`src/rtl/udf_pkg.sv`:
```
`timescale 1ns / 1ps
// ----------------------------------------------------------------------------
// udf_pkg
// Shared constants and types of the feedback deframer: frame markers, the
// byte window cell link and the decoded result record.
// ----------------------------------------------------------------------------
package udf_pkg;

  // frame geometry and markers
  localparam int unsigned WinLen   = 16;
  localparam logic [7:0]  HeadMark = 8'hAA;
  localparam logic [7:0]  TailMark = 8'h55;
  localparam logic [3:0]  NibMask  = 4'hF;

  // one window slot as it moves from cell to cell
  typedef struct packed {
    logic [7:0] data;
    logic       live;
  } slot_t;

  // one decoded feedback frame
  typedef struct packed {
    logic [31:0] frame_id;
    logic [63:0] payload;
    logic [3:0]  fault_code;
    logic [3:0]  node_low;
    logic [15:0] position_code;
    logic [11:0] velocity_code;
    logic [11:0] torque_code;
    logic [7:0]  driver_temp;
    logic [7:0]  winding_temp;
    logic [31:0] frame_count;
  } result_t;

endpackage

```
`src/rtl/udf_intf.sv`:
```
`timescale 1ns / 1ps
// ----------------------------------------------------------------------------
// udf_rx_if / udf_fb_if
// Valid/ready channels of the deframer: incoming serial bytes and outgoing
// decoded feedback frames.
// ----------------------------------------------------------------------------
interface udf_rx_if;
  logic       valid;
  logic       ready;
  logic [7:0] rx_byte;

  modport source (output valid, output rx_byte, input ready);
  modport sink   (input valid, input rx_byte, output ready);
endinterface

interface udf_fb_if;
  logic        valid;
  logic        ready;
  logic [31:0] frame_id;
  logic [63:0] payload;
  logic [3:0]  fault_code;
  logic [3:0]  node_low;
  logic [15:0] position_code;
  logic [11:0] velocity_code;
  logic [11:0] torque_code;
  logic [7:0]  driver_temp;
  logic [7:0]  winding_temp;
  logic [31:0] frame_count;

  modport source (
    output valid, input ready,
    output frame_id, output payload, output fault_code, output node_low,
    output position_code, output velocity_code, output torque_code,
    output driver_temp, output winding_temp, output frame_count
  );
  modport sink (
    input valid, output ready,
    input frame_id, input payload, input fault_code, input node_low,
    input position_code, input velocity_code, input torque_code,
    input driver_temp, input winding_temp, input frame_count
  );
endinterface

```
`src/rtl/usb_can_feedback_deframer_top.sv`:
```
`timescale 1ns / 1ps
// A decoded frame is pushed into the registered result queue as its tail byte is taken.
// Throughput: one byte per cycle while input ready is high; the row of sixteen
// window cells shifts and runs its header search on every accepted byte.
// Input ready drops only while two decoded frames wait on the output.
// Reset clears the live flags, the frame count and the result queue; no
// clearing pass, the block takes bytes from the first cycle after reset.
// ----------------------------------------------------------------------------
// usb_can_feedback_deframer_top
// Finds 16-byte frames framed by 0xAA and 0x55 in a byte stream and unpacks
// the CAN id and motor feedback fields of each good frame.
// ----------------------------------------------------------------------------
module usb_can_feedback_deframer_top import udf_pkg::*; (
  input  logic     clk_i,
  input  logic     rst_ni,
  udf_rx_if.sink   rx_i,
  udf_fb_if.source fb_o
);

  slot_t       link_w [WinLen];   // slot arriving at each cell
  slot_t       cur_w  [WinLen];   // slot held by each cell
  logic        seen_w [WinLen+1];
  logic        head_w [WinLen];
  logic [7:0]  b      [WinLen];   // window bytes after this move

  logic        accept, full, emit, q_full;
  logic [31:0] count_q, count_d;
  result_t     res;

  assign rx_i.ready = !q_full;
  assign accept     = rx_i.valid && rx_i.ready;

  // window is full when the slot moving into the front is live
  assign full = link_w[0].live;
  assign emit = full && head_w[0] && (rx_i.rx_byte == TailMark);

  assign seen_w[0] = 1'b0;

  // row of window cells, newest byte enters at the top
  for (genvar g = 0; g < WinLen; g++) begin : g_win
    if (g == WinLen - 1) begin : g_top
      assign link_w[g] = '{data: rx_i.rx_byte, live: 1'b1};
    end else begin : g_mid
      assign link_w[g] = cur_w[g+1];
    end
    assign b[g] = link_w[g].data;

    udf_cell u_slot (
      .clk_i   (clk_i),
      .rst_ni  (rst_ni),
      .shift_i (accept),
      .full_i  (full),
      .emit_i  (emit),
      .front_i (g == 0),
      .slot_i  (link_w[g]),
      .seen_i  (seen_w[g]),
      .seen_o  (seen_w[g+1]),
      .head_o  (head_w[g]),
      .slot_o  (cur_w[g])
    );
  end

  // good frame counter
  assign count_d = count_q + 32'd1;

  always_ff @(posedge clk_i or negedge rst_ni) begin
    if (!rst_ni) begin
      count_q <= 32'd0;
    end else if (accept && emit) begin
      count_q <= count_d;
    end
  end

  // unpack the frame, payload byte 0 sits at frame byte 7
  always_comb begin
    res.frame_id      = {b[6], b[5], b[4], b[3]};
    res.payload       = {b[7], b[8], b[9], b[10], b[11], b[12], b[13], b[14]};
    res.fault_code    = b[7][7:4] & NibMask;
    res.node_low      = b[7][3:0] & NibMask;
    res.position_code = {b[8], b[9]};
    res.velocity_code = {b[10], b[11][7:4]};
    res.torque_code   = {b[11][3:0], b[12]};
    res.driver_temp   = b[13];
    res.winding_temp  = b[14];
    res.frame_count   = count_d;
  end

  // result queue
  udf_out_q u_out_q (
    .clk_i  (clk_i),
    .rst_ni (rst_ni),
    .push_i (accept && emit),
    .item_i (res),
    .full_o (q_full),
    .fb_o   (fb_o)
  );

endmodule

```
`src/rtl/udf_cell.sv`:
```
`timescale 1ns / 1ps
// ----------------------------------------------------------------------------
// udf_cell
// One window slot. Takes the slot of its upper neighbour on every accepted
// byte, flags a header byte and extends the header-seen chain; when the
// window is full it keeps its slot only if a header lies at or below it.
// ----------------------------------------------------------------------------
module udf_cell import udf_pkg::*; (
  input  logic  clk_i,
  input  logic  rst_ni,
  input  logic  shift_i,   // byte accepted, move the row down by one
  input  logic  full_i,    // window holds sixteen bytes after this move
  input  logic  emit_i,    // good frame found, empty the window
  input  logic  front_i,   // oldest slot, always dropped on a full window
  input  slot_t slot_i,    // slot arriving from the upper neighbour
  input  logic  seen_i,    // header seen in some lower slot
  output logic  seen_o,
  output logic  head_o,    // arriving byte is a header
  output slot_t slot_o
);

  logic [7:0] data_q;
  logic       live_q, live_d;
  logic       keep;

  // header detection and prefix chain
  assign head_o = (slot_i.data == HeadMark);
  assign seen_o = seen_i | head_o;
  assign keep   = !front_i && !emit_i && seen_o;

  // next live bit
  always_comb begin
    live_d = live_q;
    if (shift_i) begin
      live_d = full_i ? keep : slot_i.live;
    end
  end

  // live flag
  always_ff @(posedge clk_i or negedge rst_ni) begin
    if (!rst_ni) begin
      live_q <= 1'b0;
    end else begin
      live_q <= live_d;
    end
  end

  // byte store
  always_ff @(posedge clk_i) begin
    if (shift_i) begin
      data_q <= slot_i.data;
    end
  end

  assign slot_o = '{data: data_q, live: live_q};

endmodule

```
`src/rtl/udf_out_q.sv`:
```
`timescale 1ns / 1ps
// ----------------------------------------------------------------------------
// udf_out_q
// Two-entry result queue: an output register plus a skid entry, so that a
// waiting result does not hold up the byte stream.
// ----------------------------------------------------------------------------
module udf_out_q import udf_pkg::*; (
  input  logic    clk_i,
  input  logic    rst_ni,
  input  logic    push_i,
  input  result_t item_i,
  output logic    full_o,
  udf_fb_if.source fb_o
);

  result_t main_q, main_d, skid_q, skid_d;
  logic    main_v_q, main_v_d, skid_v_q, skid_v_d;
  logic    pop;

  assign pop    = main_v_q && fb_o.ready;
  assign full_o = skid_v_q;

  // queue update, push only arrives while the skid entry is free
  always_comb begin
    main_d   = main_q;
    skid_d   = skid_q;
    main_v_d = main_v_q;
    skid_v_d = skid_v_q;
    if (pop) begin
      if (skid_v_q) begin
        main_d   = skid_q;
        skid_d   = item_i;
        skid_v_d = push_i;
      end else begin
        main_d   = item_i;
        main_v_d = push_i;
      end
    end else if (push_i) begin
      if (main_v_q) begin
        skid_d   = item_i;
        skid_v_d = 1'b1;
      end else begin
        main_d   = item_i;
        main_v_d = 1'b1;
      end
    end
  end

  // valid flags
  always_ff @(posedge clk_i or negedge rst_ni) begin
    if (!rst_ni) begin
      main_v_q <= 1'b0;
      skid_v_q <= 1'b0;
    end else begin
      main_v_q <= main_v_d;
      skid_v_q <= skid_v_d;
    end
  end

  // entry payloads
  always_ff @(posedge clk_i) begin
    main_q <= main_d;
    skid_q <= skid_d;
  end

  // drive the result channel
  assign fb_o.valid         = main_v_q;
  assign fb_o.frame_id      = main_q.frame_id;
  assign fb_o.payload       = main_q.payload;
  assign fb_o.fault_code    = main_q.fault_code;
  assign fb_o.node_low      = main_q.node_low;
  assign fb_o.position_code = main_q.position_code;
  assign fb_o.velocity_code = main_q.velocity_code;
  assign fb_o.torque_code   = main_q.torque_code;
  assign fb_o.driver_temp   = main_q.driver_temp;
  assign fb_o.winding_temp  = main_q.winding_temp;
  assign fb_o.frame_count   = main_q.frame_count;

endmodule

```
`src/flat_wrapper.sv`:
```
// flat-port wrapper written by rule: the top's interface ports become plain ports
module usb_can_feedback_deframer_top_flat import udf_pkg::*;
  (clk_i, rst_ni, rx_i_valid, rx_i_rx_byte, rx_i_ready, fb_o_valid, fb_o_ready, fb_o_frame_id, fb_o_payload, fb_o_fault_code, fb_o_node_low, fb_o_position_code, fb_o_velocity_code, fb_o_torque_code, fb_o_driver_temp, fb_o_winding_temp, fb_o_frame_count);
  udf_rx_if rx_i_i ();
  udf_fb_if fb_o_i ();
  input  logic clk_i;
  input  logic rst_ni;
  input wire logic [$bits(rx_i_i.valid)-1:0] rx_i_valid;
  input wire logic [$bits(rx_i_i.rx_byte)-1:0] rx_i_rx_byte;
  output wire logic [$bits(rx_i_i.ready)-1:0] rx_i_ready;
  output wire logic [$bits(fb_o_i.valid)-1:0] fb_o_valid;
  input wire logic [$bits(fb_o_i.ready)-1:0] fb_o_ready;
  output wire logic [$bits(fb_o_i.frame_id)-1:0] fb_o_frame_id;
  output wire logic [$bits(fb_o_i.payload)-1:0] fb_o_payload;
  output wire logic [$bits(fb_o_i.fault_code)-1:0] fb_o_fault_code;
  output wire logic [$bits(fb_o_i.node_low)-1:0] fb_o_node_low;
  output wire logic [$bits(fb_o_i.position_code)-1:0] fb_o_position_code;
  output wire logic [$bits(fb_o_i.velocity_code)-1:0] fb_o_velocity_code;
  output wire logic [$bits(fb_o_i.torque_code)-1:0] fb_o_torque_code;
  output wire logic [$bits(fb_o_i.driver_temp)-1:0] fb_o_driver_temp;
  output wire logic [$bits(fb_o_i.winding_temp)-1:0] fb_o_winding_temp;
  output wire logic [$bits(fb_o_i.frame_count)-1:0] fb_o_frame_count;
  assign rx_i_i.valid = rx_i_valid;
  assign rx_i_i.rx_byte = rx_i_rx_byte;
  assign rx_i_ready = rx_i_i.ready;
  assign fb_o_valid = fb_o_i.valid;
  assign fb_o_i.ready = fb_o_ready;
  assign fb_o_frame_id = fb_o_i.frame_id;
  assign fb_o_payload = fb_o_i.payload;
  assign fb_o_fault_code = fb_o_i.fault_code;
  assign fb_o_node_low = fb_o_i.node_low;
  assign fb_o_position_code = fb_o_i.position_code;
  assign fb_o_velocity_code = fb_o_i.velocity_code;
  assign fb_o_torque_code = fb_o_i.torque_code;
  assign fb_o_driver_temp = fb_o_i.driver_temp;
  assign fb_o_winding_temp = fb_o_i.winding_temp;
  assign fb_o_frame_count = fb_o_i.frame_count;
  usb_can_feedback_deframer_top u_core (.clk_i(clk_i), .rst_ni(rst_ni), .rx_i(rx_i_i), .fb_o(fb_o_i));
endmodule
```
`config.mk`:
```
export PLATFORM = sky130hd
export DESIGN_NAME = usb_can_feedback_deframer_top_flat
export DESIGN_NICKNAME = d
export VERILOG_FILES = /design/src/rtl/udf_pkg.sv /design/src/rtl/udf_intf.sv /design/src/rtl/usb_can_feedback_deframer_top.sv /design/src/rtl/udf_cell.sv /design/src/rtl/udf_out_q.sv /design/src/flat_wrapper.sv
export SDC_FILE = /design/constraint.sdc
export NUM_CORES = 1
export LEC_CHECK = 0
export ABC_AREA = 1
export BUFFER_PORTS_ARGS = -buffer_cell sky130_fd_sc_hd__buf_4
export CAP_MARGIN = 10
export CELL_PAD_IN_SITES_DETAIL_PLACEMENT = 0
export CELL_PAD_IN_SITES_GLOBAL_PLACEMENT = 1
export CORE_UTILIZATION = 42
export DETAILED_ROUTE_END_ITERATION = 10
export PLACE_DENSITY = 0.72
export SLEW_MARGIN = 5
export SYNTH_ARGS = -nofsm -noshare
export SYNTH_HDL_FRONTEND = slang
export SYNTH_SLANG_ARGS = --single-unit
```
`constraint.sdc`:
```
create_clock -name clk_i -period 12.1 [get_ports clk_i]
set_input_delay 1.21 -clock clk_i [delete_from_list [all_inputs] [get_ports clk_i]]
set_output_delay 1.21 -clock clk_i [all_outputs]
set_load 0.01 [all_outputs]
```
==> results of run 1 <==
==> power groups by stage <==
stage | registers (uW) | logic (uW) | clock network [uW]
after CTS | 1570 | 8.19 | 1270
final | 1570 | 7.76 | 1240
after detailed placement | 1610 | 8.09 | 0
after floorplan | 1610 | 0.852 | 0
after global routing | 1570 | 8.99 | 1330
after global placement | 1610 | 7.96 | 0
==> metrics by stage <==
stage | setup WS [ns] | instance area, um2 | hold slack, ns
floorplan | 0.114 | 16500 | 0.426
global placement | 6.51 | 18200 | 0.429
detailed placement | 6.40 | 18200 | 0.436
CTS | 6.96 | 19500 | 0.449
global route | 7.60 | 19500 | 0.467
finish | 7.98 | 19500 | 0.448
==> final cells by class <==
class | count | area, um2 | share of cell area [%]
Clock inverter | 19 | 111 | 0.571
Clock buffer | 60 | 1200 | 6.16
Inverter | 115 | 434 | 2.23
Tap cell | 518 | 648 | 3.32
Sequential cell | 425 | 12500 | 64.2
Timing Repair Buffer | 214 | 1610 | 8.27
Multi-Input combinational cell | 626 | 2980 | 15.3
==> how the worst min path moves through the flow <==
stage | slack, ns | startpoint | endpoint | cells past startpoint
CTS | 0.45 | u_core.g_win[2].u_slot.data_q[4] | u_core.g_win[1].u_slot.data_q[4] | 0
global placement | 0.43 | u_core.g_win[2].u_slot.data_q[6] | u_core.g_win[1].u_slot.data_q[6] | 0
detailed placement | 0.44 | u_core.g_win[2].u_slot.data_q[1] | u_core.g_win[1].u_slot.data_q[1] | 0
floorplan | 0.43 | u_core.g_win[2].u_slot.data_q[1] | u_core.g_win[1].u_slot.data_q[1] | 0
finish | 0.45 | u_core.g_win[2].u_slot.data_q[4] | u_core.g_win[1].u_slot.data_q[4] | 0
global route | 0.47 | u_core.g_win[2].u_slot.data_q[4] | u_core.g_win[1].u_slot.data_q[4] | 0
==> routing by layer <==
metal  vias to the layer above  part of all wire, %  global-route usage, %
met5                         -                    0                      0
met2                       196                   47                   25.1
met3                        42                  4.0                   2.54
li1                       4601                    -                      -
met1                      4465                   47                   22.7
met4                         0                  1.9                   4.72
==> cells by family (layout without fill, tap and decap cells) <==
family	Yosys count	in the layout
AOI/OAI and AO/OA	128	128
xor gates and xnor gates	28	28
adders and majority gates	1	1
buffers and inverters	216	408
DFF	425	425
muxes	2	2
and+or+nand+nor	467	467
==> registers in the layout, indices dropped and copies added, names as in the netlist <==
name,flops
u_core.u_out_q.full_o,1
u_core.g_win.u_slot.live_q,15
u_core.u_out_q.fb_o.valid,1
u_core.u_out_q.fb_o.payload,64
u_core.u_out_q.skid_q,128
u_core.u_out_q.fb_o.frame_id,32
u_core.count_q,32
u_core.g_win.u_slot.data_q,120
u_core.u_out_q.fb_o.frame_count,32
==> synth_stat cells, drive strengths merged <==
cell type,number,area (um2)
a21boi,1,7.51
a21oi,16,80.1
a22oi,7,52.6
buf,72,513
clkbuf,29,109
dfrtp,49,1230
edfxtp,376,11300
ha,1,12.5
inv,115,432
mux2i,2,20.0
nand2,360,1360
nand3,15,105
nand4,20,131
nor2,37,169
nor3,10,66.3
nor4,25,156
o21ai,104,528
xnor2,5,43.8
xor2,23,216
==> impl_metrics.tcl, run 1 <==
set metrics [dict create \
    status "completed" \
    cpMostUsedCell "buf_4" \
    ys.warnings.count 0 \
    row_count 72 \
    fill_cells 3386 \
    min_period_over_period_pct 34.1 \
    r2r_start "u_core.u_out_q.full_o" \
    grt_antenna_before_repair 0 \
    routed_via_density 4.71 \
    synth_compound_area_share_pct 4.04 \
    synthCells 1267 \
    firstDrtPassIters 5 \
    final_max_slew_viol_count 0 \
    crit_slowest_cell "buf_4" \
    cp-end-kind "flip-flop" \
    cts_tree "built" \
    clock_path_buffers 3 \
    grt_pass1_wl_um 50300 \
    fin_cells 1977 \
    seq_power_share_pct 55.8 \
    syn_nets 1280 \
    start_util_pct 42.6 \
    p_leak_uw 0.00742 \
    maxCapViolCount 0 \
    fin_crit_ns 4.12 \
    cts-resized-gates 0 \
    routedWlPerCell_um 16.2 \
    gp_congestion 0.761 \
    rsz0062_at_grt "false" \
    syn_avg_cell_area_um2 13.0 \
    yosys_register_bits 425 \
    worst_clock_skew_ns 0.0107 \
    grt_usage_pct 15.9 \
    cts_hold_buf 0 \
    crit_path_start "rx_i_valid" \
    die-area_um2 40100 \
    h-tree-depth 2 \
    fmax_mhz 243 \
    cp-endpoint "u_core.u_out_q.fb_o.payload[43]" \
    cp_max_fo 67 \
    cp_data_arrival_time_ns 4.27 \
    port_buffers 205 \
    max_stage_delay_ns 0.73 \
    synthDistinctLibCells 32 \
    clk_latency_ns 0.54 \
    final_common_cell "edfxtp_1" \
    nNetsFinal 1438 \
    synth-xor-area-share_pct 1.58 \
    die_w_um 200 \
    grt_pass1_vias 8939 \
    grt_overflow 0 \
    core_area_um2 38700 \
    relSlewSlack_pct 27.0 \
    first_iter_violations 663 \
    pwr-share-comb_pct 0.3 \
    startpoint_type "input port" \
    grt_start_max_net_pins 100 \
    placedCellCount 1897 \
    dp_hpwl_um 20600 \
    ys_seq_area_share_pct 75.8 \
    tns_ns 0 \
    ir_drop_uv 98.3 \
    power_uw 2820 \
    clkPwrFrac_pct 43.9 \
    clockRootBuffer "clkbuf_16" \
    remaining_drc_errors 0 \
    syn_to_final_growth_pct 18.1 \
    fin_util_pct 50.4 \
    antenna_left 0 \
    synth_top_family_by_area "simple AND/OR/NAND/NOR gates" \
    reg2reg_depth 6 \
    clk_pin_slew_ns 0.06 \
    tightest_slew_ns 1.09 \
    swShare_pct 18.8 \
    hold_viol 0 \
    path_cells "buf_4 -> nand2_1 -> nor2_2 -> inv_1 -> o21ai_4 -> buf_4" \
    reg2reg_to "u_core.u_out_q.fb_o.payload[43]" \
    required_ns 12.25 \
    die_y_um 200 \
    crit_family "buffers and inverters" \
    p_int_uw 2290 \
    rrSetupSlack_ns 8.18 \
    synth-simple-area-share_pct 12.0 \
    synth.area.mux_share_pct 0.121 \
    via_count 9304 \
    clock-sinks 425 \
    io_pins 206 \
    synthAdderAreaFrac_pct 0.0757 \
    drive_above_1_share_pct 20.5 \
    critPathKind "in -> reg" \
    cts_setup_buffers 0 \
    final_cell_mix "edfxtp_1 (376), nand2_1 (358), buf_4 (213), inv_1 (111), o21ai_0 (101)" \
    setup_viol 0 \
    antenna_cells 0 \
    synthesis.area_um2 16500 \
    switching_power_uw 532 \
    cts_made_buffers 43 \
    power.density_nw_per_um2 145 \
    hp-class "reg -> reg" \
    timing.critical_path.buf_inv 3 \
    worst-path-stages 6 \
    wl_um 32000 \
]
Note: power is estimated with default switching activity, not from simulation.
==> run 2, diff against run 1 <==
--- a/config.mk
+++ b/config.mk
@@ -5,12 +5,12 @@
 export SDC_FILE = /design/constraint.sdc
 export NUM_CORES = 1
 export LEC_CHECK = 0
-export ABC_AREA = 1
+export ABC_AREA = 0
 export BUFFER_PORTS_ARGS = -buffer_cell sky130_fd_sc_hd__buf_4
 export CAP_MARGIN = 10
 export CELL_PAD_IN_SITES_DETAIL_PLACEMENT = 0
 export CELL_PAD_IN_SITES_GLOBAL_PLACEMENT = 1
-export CORE_UTILIZATION = 42
+export CORE_UTILIZATION = 44
 export DETAILED_ROUTE_END_ITERATION = 10
 export PLACE_DENSITY = 0.72
 export SLEW_MARGIN = 5
==> constraint.sdc (replaced) <==
create_clock -name clk_i -period 3.7 [get_ports clk_i]
set_input_delay 0.37 -clock clk_i [delete_from_list [all_inputs] [get_ports clk_i]]
set_output_delay 0.37 -clock clk_i [all_outputs]
set_load 0.01 [all_outputs]
==> run 2 against run 1 <==
Compared with the run above: utilization up 3.2 points; setup slack worse by 7.2 ns; critical path depth unchanged; flip-flop and latch count unchanged; largest cell class unchanged; die area down 4.9%; power rose to 3.6 times the previous value; critical path type is now reg -> reg; count of clock-buffer cells in the layout up 4.
==> impl_metrics.tcl, run 2 <==
set metrics [dict create \
    synthDistinctLibCells 39 \
    clockRootBuffer "clkbuf_16" \
    antenna_cells 0 \
    clk_pin_slew_ns 0.06 \
    maxCapViolCount 0 \
    status "completed" \
    grt_start_max_net_pins 139 \
    startpoint_type "flip-flop" \
    critPathKind "reg -> reg" \
    routed_via_density 5.11 \
    via_count 8293 \
    remaining_drc_errors 0 \
    rrSetupSlack_ns 0.75 \
    wl_um 30600 \
    syn_avg_cell_area_um2 17.4 \
    port_buffers 205 \
    clock-sinks 425 \
    io_pins 206 \
    setup_viol 0 \
    die-area_um2 38200 \
    largest_reg_flops 128 \
    synth_edf_count 376 \
    tightest_slew_ns 0.995 \
    timing.critical_path.buf_inv 1 \
    power_uw 10100 \
    async_flop_share_pct 11.5 \
    final_cell_mix "edfxtp_1 (376), buf_4 (211), mux2_2 (125), nand2_1 (50), dfrtp_1 (49)" \
    fin_util_pct 53.6 \
    yosys_register_bits 425 \
    syn_to_final_growth_pct 19.5 \
    grt_pass1_vias 8309 \
    ir_drop_uv 301 \
    start_util_pct 44.8 \
    ys.warnings.count 0 \
    worst_hold_slack_ns 0.0263 \
    p_leak_uw 0.00735 \
    fill_cells 2924 \
    tns_ns 0 \
    max_stage_delay_ns 0.56 \
    worst_clock_skew_ns 0.0155 \
    die_w_um 195 \
    cts_made_buffers 43 \
    synthCells 947 \
    core_area_um2 36700 \
    final_max_slew_viol_count 0 \
    synthFlopType "edfxtp_1" \
    cts_setup_buffers 0 \
    yosys.area.top_type "edfxtp_1" \
    required_ns 3.92 \
    reg2reg_to "u_core.u_out_q.skid_q[174]" \
    synth_common_cells "edfxtp_1 (376), mux2_2 (125), buf_4 (65)" \
    relSlewSlack_pct 33.1 \
    clock_path_buffers 3 \
    r2r_start "u_core.g_win[1].u_slot.data_q[4]" \
    cp-endpoint "u_core.u_out_q.skid_q[174]" \
    hp-class "in -> reg" \
    cts-resized-gates 0 \
    placed_cell_area_um2 18200 \
    row_count 70 \
    firstDrtPassIters 4 \
    nNetsFinal 1132 \
    power.density_nw_per_um2 512 \
    ys_seq_area_share_pct 76.1 \
    crit_path_start "u_core.g_win[1].u_slot.data_q[4]" \
    crit_slowest_cell "nor4bb_1" \
    die_y_um 195 \
    syn_nets 960 \
    final_common_cell "edfxtp_1" \
    fin_area_um2 19700 \
    cts_tree "built" \
    drive_above_1_share_pct 35.7 \
    path_cells "nor4bb_1 -> nand4_1 -> or2_4 -> o21ai_0 -> and2_4 -> buf_4" \
    antenna_left 0 \
    worst-path-stages 6 \
    h-tree-depth 2 \
    cp-end-kind "flip-flop" \
    crit_family "simple AND/OR/NAND/NOR gates" \
    cp_max_fo 29 \
    grt_usage_pct 16.2 \
    synth.area.top_cells "edfxtp_1 (69%), mux2_2 (8.6%), dfrtp_1 (7.5%), buf_4 (3.0%), nor4bb_1 (1.9%)" \
    gp_congestion 0.756 \
    dp_hpwl_um 19300 \
    rsz0062_at_grt "false" \
    cp_data_arrival_time_ns 3.17 \
    fin_crit_ns 2.95 \
    first_iter_violations 568 \
    clk_latency_ns 0.54 \
    grt_pass1_wl_um 48000 \
    reg2reg_depth 6 \
    synth.most_common_cell "edfxtp_1" \
    synthesis.area_um2 16500 \
    grt_overflow 0 \
    grt_antenna_before_repair 0 \
    regMostFlops "u_core.u_out_q.skid_q" \
    fmax_mhz 339 \
    routedWlPerCell_um 18.8 \
    yosys.area.top_type_share_pct 68.6 \
    hold_viol 0 \
    min_period_over_period_pct 79.6 \
]
-- run 2: changes by cell type after synthesis, sizes merged, moves of 13 or more --
cell	previous run	this run
inv	115	14
mux2	0	125
nand2	360	50
nand4	20	5
nor4	25	12
nor4bb	0	32
o21ai	104	15
xnor2	5	24
-- run 2: repair_timing --
action,4_1_cts,5_1_grt
endpoints found under the setup margin,0,0
hold buffers,1,0
endpoints found under the hold margin,49,0
-- run 2: layout make-up --
class,count,area [um2],area share [%]
Timing Repair Buffer,219,1730,8.82
Clock buffer,64,1250,6.34
Inverter,14,57.6,0.293
Tap cell,468,586,2.98
Multi-Input combinational cell,416,3310,16.8
Clock inverter,16,213,1.08
Sequential cell,425,12500,63.6
-- run 2: worst reg2reg max path: cells and delay by family (launching register included) --
family | cells | cell delay (ns)
and+or+nand+nor | 4 | 1.73
DFF | 1 | 0.37
AOI/OAI and AO/OA | 1 | 0.21
buffers and inverters | 1 | 0.33
-- run 2: metrics by stage --
step	setup WS [ns]	instances
floorplan	-0.223	947
global placement	0.721	1541
detailed placement	0.738	1541
global route	0.527	1622
CTS	0.757	1622
finish	0.754	1622
-- run 2: cell families (layout without fill, tap and decap cells) --
group / after synthesis / after routing / synth area share [%]
buf+inv: 106 / 313 / 3.95
compound gates: 47 / 47 / 1.64
xor+xnor: 59 / 59 / 3.14
fa+ha+maj: 1 / 1 / 0.0760
simple gates: 184 / 184 / 6.56
flops: 425 / 425 / 76.1
mux: 125 / 125 / 8.56
-- run 2: worst min path at each step --
stage | startpoint | end | slack, ns | cells past startpoint
after floorplan | rst_ni | u_core.count_q[0] | 0.07 | 0
after global placement | u_core.g_win[3].u_slot.data_q[6] | u_core.g_win[2].u_slot.data_q[6] | 0.44 | 0
after detailed placement | u_core.g_win[3].u_slot.data_q[5] | u_core.g_win[2].u_slot.data_q[5] | 0.44 | 0
after CTS | rx_i_rx_byte[0] | u_core.g_win[15].u_slot.data_q[0] | 0.01 | 1
after global routing | rx_i_rx_byte[0] | u_core.g_win[15].u_slot.data_q[0] | 0.01 | 1
final | rx_i_rx_byte[0] | u_core.g_win[15].u_slot.data_q[0] | 0.03 | 1
-- run 2: power by group --
part           total, uW  internal [uW]  switching [uW]
logic                227            105             123
clock network       4420           2680            1740
registers           5430           5340            96.6
total              10100           8120            1960
-- run 2: metal layers --
layer | up-vias | global-route usage (%) | wire (um)
met5 | - | 0 | 0
met4 | 0 | 4.05 | 517
met3 | 38 | 3.47 | 1580
met2 | 218 | 25.4 | 14300
met1 | 4166 | 23.1 | 14100
li1 | 3871 | - | -
==> run 3, diff against run 2 <==
--- a/config.mk
+++ b/config.mk
@@ -5,12 +5,12 @@
 export SDC_FILE = /design/constraint.sdc
 export NUM_CORES = 1
 export LEC_CHECK = 0
-export ABC_AREA = 0
+export ABC_AREA = 1
 export BUFFER_PORTS_ARGS = -buffer_cell sky130_fd_sc_hd__buf_4
 export CAP_MARGIN = 10
 export CELL_PAD_IN_SITES_DETAIL_PLACEMENT = 0
 export CELL_PAD_IN_SITES_GLOBAL_PLACEMENT = 1
-export CORE_UTILIZATION = 44
+export CORE_UTILIZATION = 42
 export DETAILED_ROUTE_END_ITERATION = 10
 export PLACE_DENSITY = 0.72
 export SLEW_MARGIN = 5
==> constraint.sdc (replaced) <==
create_clock -name clk_i -period 2.39 [get_ports clk_i]
set_input_delay 0.239 -clock clk_i [delete_from_list [all_inputs] [get_ports clk_i]]
set_output_delay 0.239 -clock clk_i [all_outputs]
set_load 0.01 [all_outputs]
==> run 3 against run 2 <==
Compared with the run above: non-clock buffer count rose by 36; routed wire length rose by 7.0%; sequential share of layout area is 1.4 points lower; final cell count is 25% higher; first-iteration DRC count up 12%; register-to-register slack got worse by 0.67 ns; sequential power rose by 47%; critical path depth up 9.
==> impl_metrics.tcl, run 3 (synthesis results as in run 1) <==
set metrics [dict create \
    ir_drop_uv 417 \
    die_y_um 200 \
    required_ns 2.69 \
    relSlewSlack_pct 53.3 \
    rsz0062_at_grt "true" \
    via_count 9471 \
    tns_ns 0 \
    first_iter_violations 634 \
    fin_cells 2020 \
    clockRootBuffer "clkbuf_16" \
    die_w_um 200 \
    max_stage_delay_ns 0.40 \
    grt_usage_pct 16.4 \
    cts_tree "built" \
    placedCellCount 1918 \
    dp_hpwl_um 21400 \
    fin_area_um2 20100 \
    nNetsFinal 1480 \
    cts_made_buffers 44 \
    clk_latency_ns 0.55 \
    clk_pin_slew_ns 0.06 \
    regMostFlops "u_core.u_out_q.skid_q" \
    cpMostUsedCell "nor2_4" \
    firstDrtPassIters 5 \
    tightest_slew_ns 0.700 \
    crit_slowest_cell "dfrtp_1" \
    wl_met2_um 15700 \
    min_period_over_period_pct 96.3 \
    wl_met1_um 15100 \
    grt_start_max_net_pins 74 \
    h-tree-depth 2 \
    gp_congestion 0.765 \
    largest_reg_flops 128 \
    routedWlPerCell_um 16.2 \
    critPathKind "reg -> reg" \
    row_count 72 \
    routed_via_density 4.69 \
    maxCapViolCount 0 \
    p_leak_uw 0.00769 \
    fin_crit_ns 2.30 \
    startpoint_type "flip-flop" \
    start_util_pct 42.6 \
    clock-sinks 425 \
    highest_layer "met4" \
    die-area_um2 40100 \
    grt_overflow 0 \
    port_buffers 205 \
    core_area_um2 38700 \
    cp_data_arrival_time_ns 2.60 \
    grt_pass1_wl_um 51800 \
    final-seq-area_um2 12500 \
    power_uw 14500 \
    power.density_nw_per_um2 722 \
    placed_cell_area_um2 18500 \
    multi_input_area_um2 3060 \
    reg2reg_depth 15 \
    grt_antenna_before_repair 0 \
    clock_path_buffers 3 \
    setup_viol 0 \
    fill_cells 3353 \
    cp-end-kind "flip-flop" \
    wl_um 32700 \
    worst_clock_skew_ns 0.0210 \
    cp-endpoint "u_core.u_out_q.fb_o.frame_count[24]" \
    antenna_left 0 \
    crit_path_start "u_core.count_q[0]" \
    grt_pass1_vias 9285 \
    final_cell_mix "edfxtp_1 (376), nand2_1 (358), buf_4 (234), inv_1 (109), o21ai_0 (99)" \
    min_path_cells 4 \
    cp_max_fo 3 \
    wl_met3_um 1330 \
    hp-class "in -> reg" \
    status "completed" \
    drive_above_1_share_pct 23.2 \
    reg2reg_to "u_core.u_out_q.fb_o.frame_count[24]" \
    final_common_cell "edfxtp_1" \
    io_pins 206 \
    syn_to_final_growth_pct 21.8 \
    hold_viol 0 \
    final_max_slew_viol_count 0 \
    antenna_cells 0 \
    fmax_mhz 435 \
    remaining_drc_errors 0 \
    r2r_start "u_core.count_q[0]" \
    rrSetupSlack_ns 0.09 \
    path_cells "ha_4 -> nand2_2 -> nor2_4 -> nand4_4 -> nor2_4 -> nand3_2 -> nor2_2 -> nand3_2 -> nor2_4 -> buf_6 -> nand2_4 -> nor3_4 -> xor2_2 -> mux2i_1 -> inv_1" \
]
-- run 3: cell types whose count changed in the layout (fill, tap and decap cells not counted), moves of 23 or more --
| cell | delta |
|---|---|
| nand2_1 | +308 |
| mux2_2 | -125 |
| inv_1 | +96 |
| o21ai_0 | +85 |
| nor4bb_1 | -32 |
| buf_4 | +23 |
-- run 3: routing by layer --
layer	global-route usage, %	vias to the layer above
li1	-	4686
met1	23.0	4528
met2	26.2	211
met3	3.14	46
met4	4.09	0
met5	0	-
-- run 3: how the worst min path moves through the flow --
| stage | start | endpoint | slack, ns |
|---|---|---|---|
| 2_1_floorplan | rst_ni | u_core.count_q[0] | -0.06 |
| 3_3_place_gp | rst_ni | u_core.count_q[23] | 0.34 |
| 3_5_place_dp | rst_ni | u_core.count_q[31] | 0.34 |
| 4_1_cts | fb_o_ready | u_core.u_out_q.full_o | 0.22 |
| 5_1_grt | fb_o_ready | u_core.u_out_q.full_o | 0.23 |
| 6_report | fb_o_ready | u_core.u_out_q.full_o | 0.24 |
-- run 3: critical path: cells and delay by family, from the launching register on --
kind	cells	cell delay [ns]
flip-flops	1	0.40
multiplexers	1	0.13
adder cells (fa/ha/maj)	1	0.16
XOR/XNOR	1	0.11
buffers and inverters	2	0.18
AND/OR/NAND/NOR	10	1.10
-- run 3: stage by stage --
step           setup WS, ns  util, %  hold slack [ns]
2_1_floorplan         -1.45        -          -0.0566
4_1_cts              0.0203     51.6            0.217
3_5_place_dp         0.0276     47.7            0.336
5_1_grt             -0.0885     51.9            0.234
3_3_place_gp         0.0694     47.7            0.336
6_report             0.0895     51.9            0.242
-- run 3: area by class of cell --
type	count	area share, %
clock buffer	59	5.85
clock inverter	22	0.976
inverter	115	2.17
multi-input combinational	626	15.2
sequential	425	62.2
tap	518	3.22
timing repair buffer	255	10.3
-- run 3: power by group --
| group | switching, uW | internal, uW | leakage [uW] |
|---|---|---|---|
| clock | 2720 | 3790 | 0.000668 |
| combinational | 29.2 | 22.9 | 0.00315 |
| sequential | 0 | 7970 | 0.00387 |
| total | 2750 | 11800 | 0.00769 |
-- run 3: repair_timing --
action | in CTS | in global routing
hold endpoints to repair | 57 | 0
setup endpoints to repair | 1 | 15
pin swaps | 2 | 5
hold buffers | 9 | 0
setup buffers | 3 | 9
gates resized for setup | 1 | 17
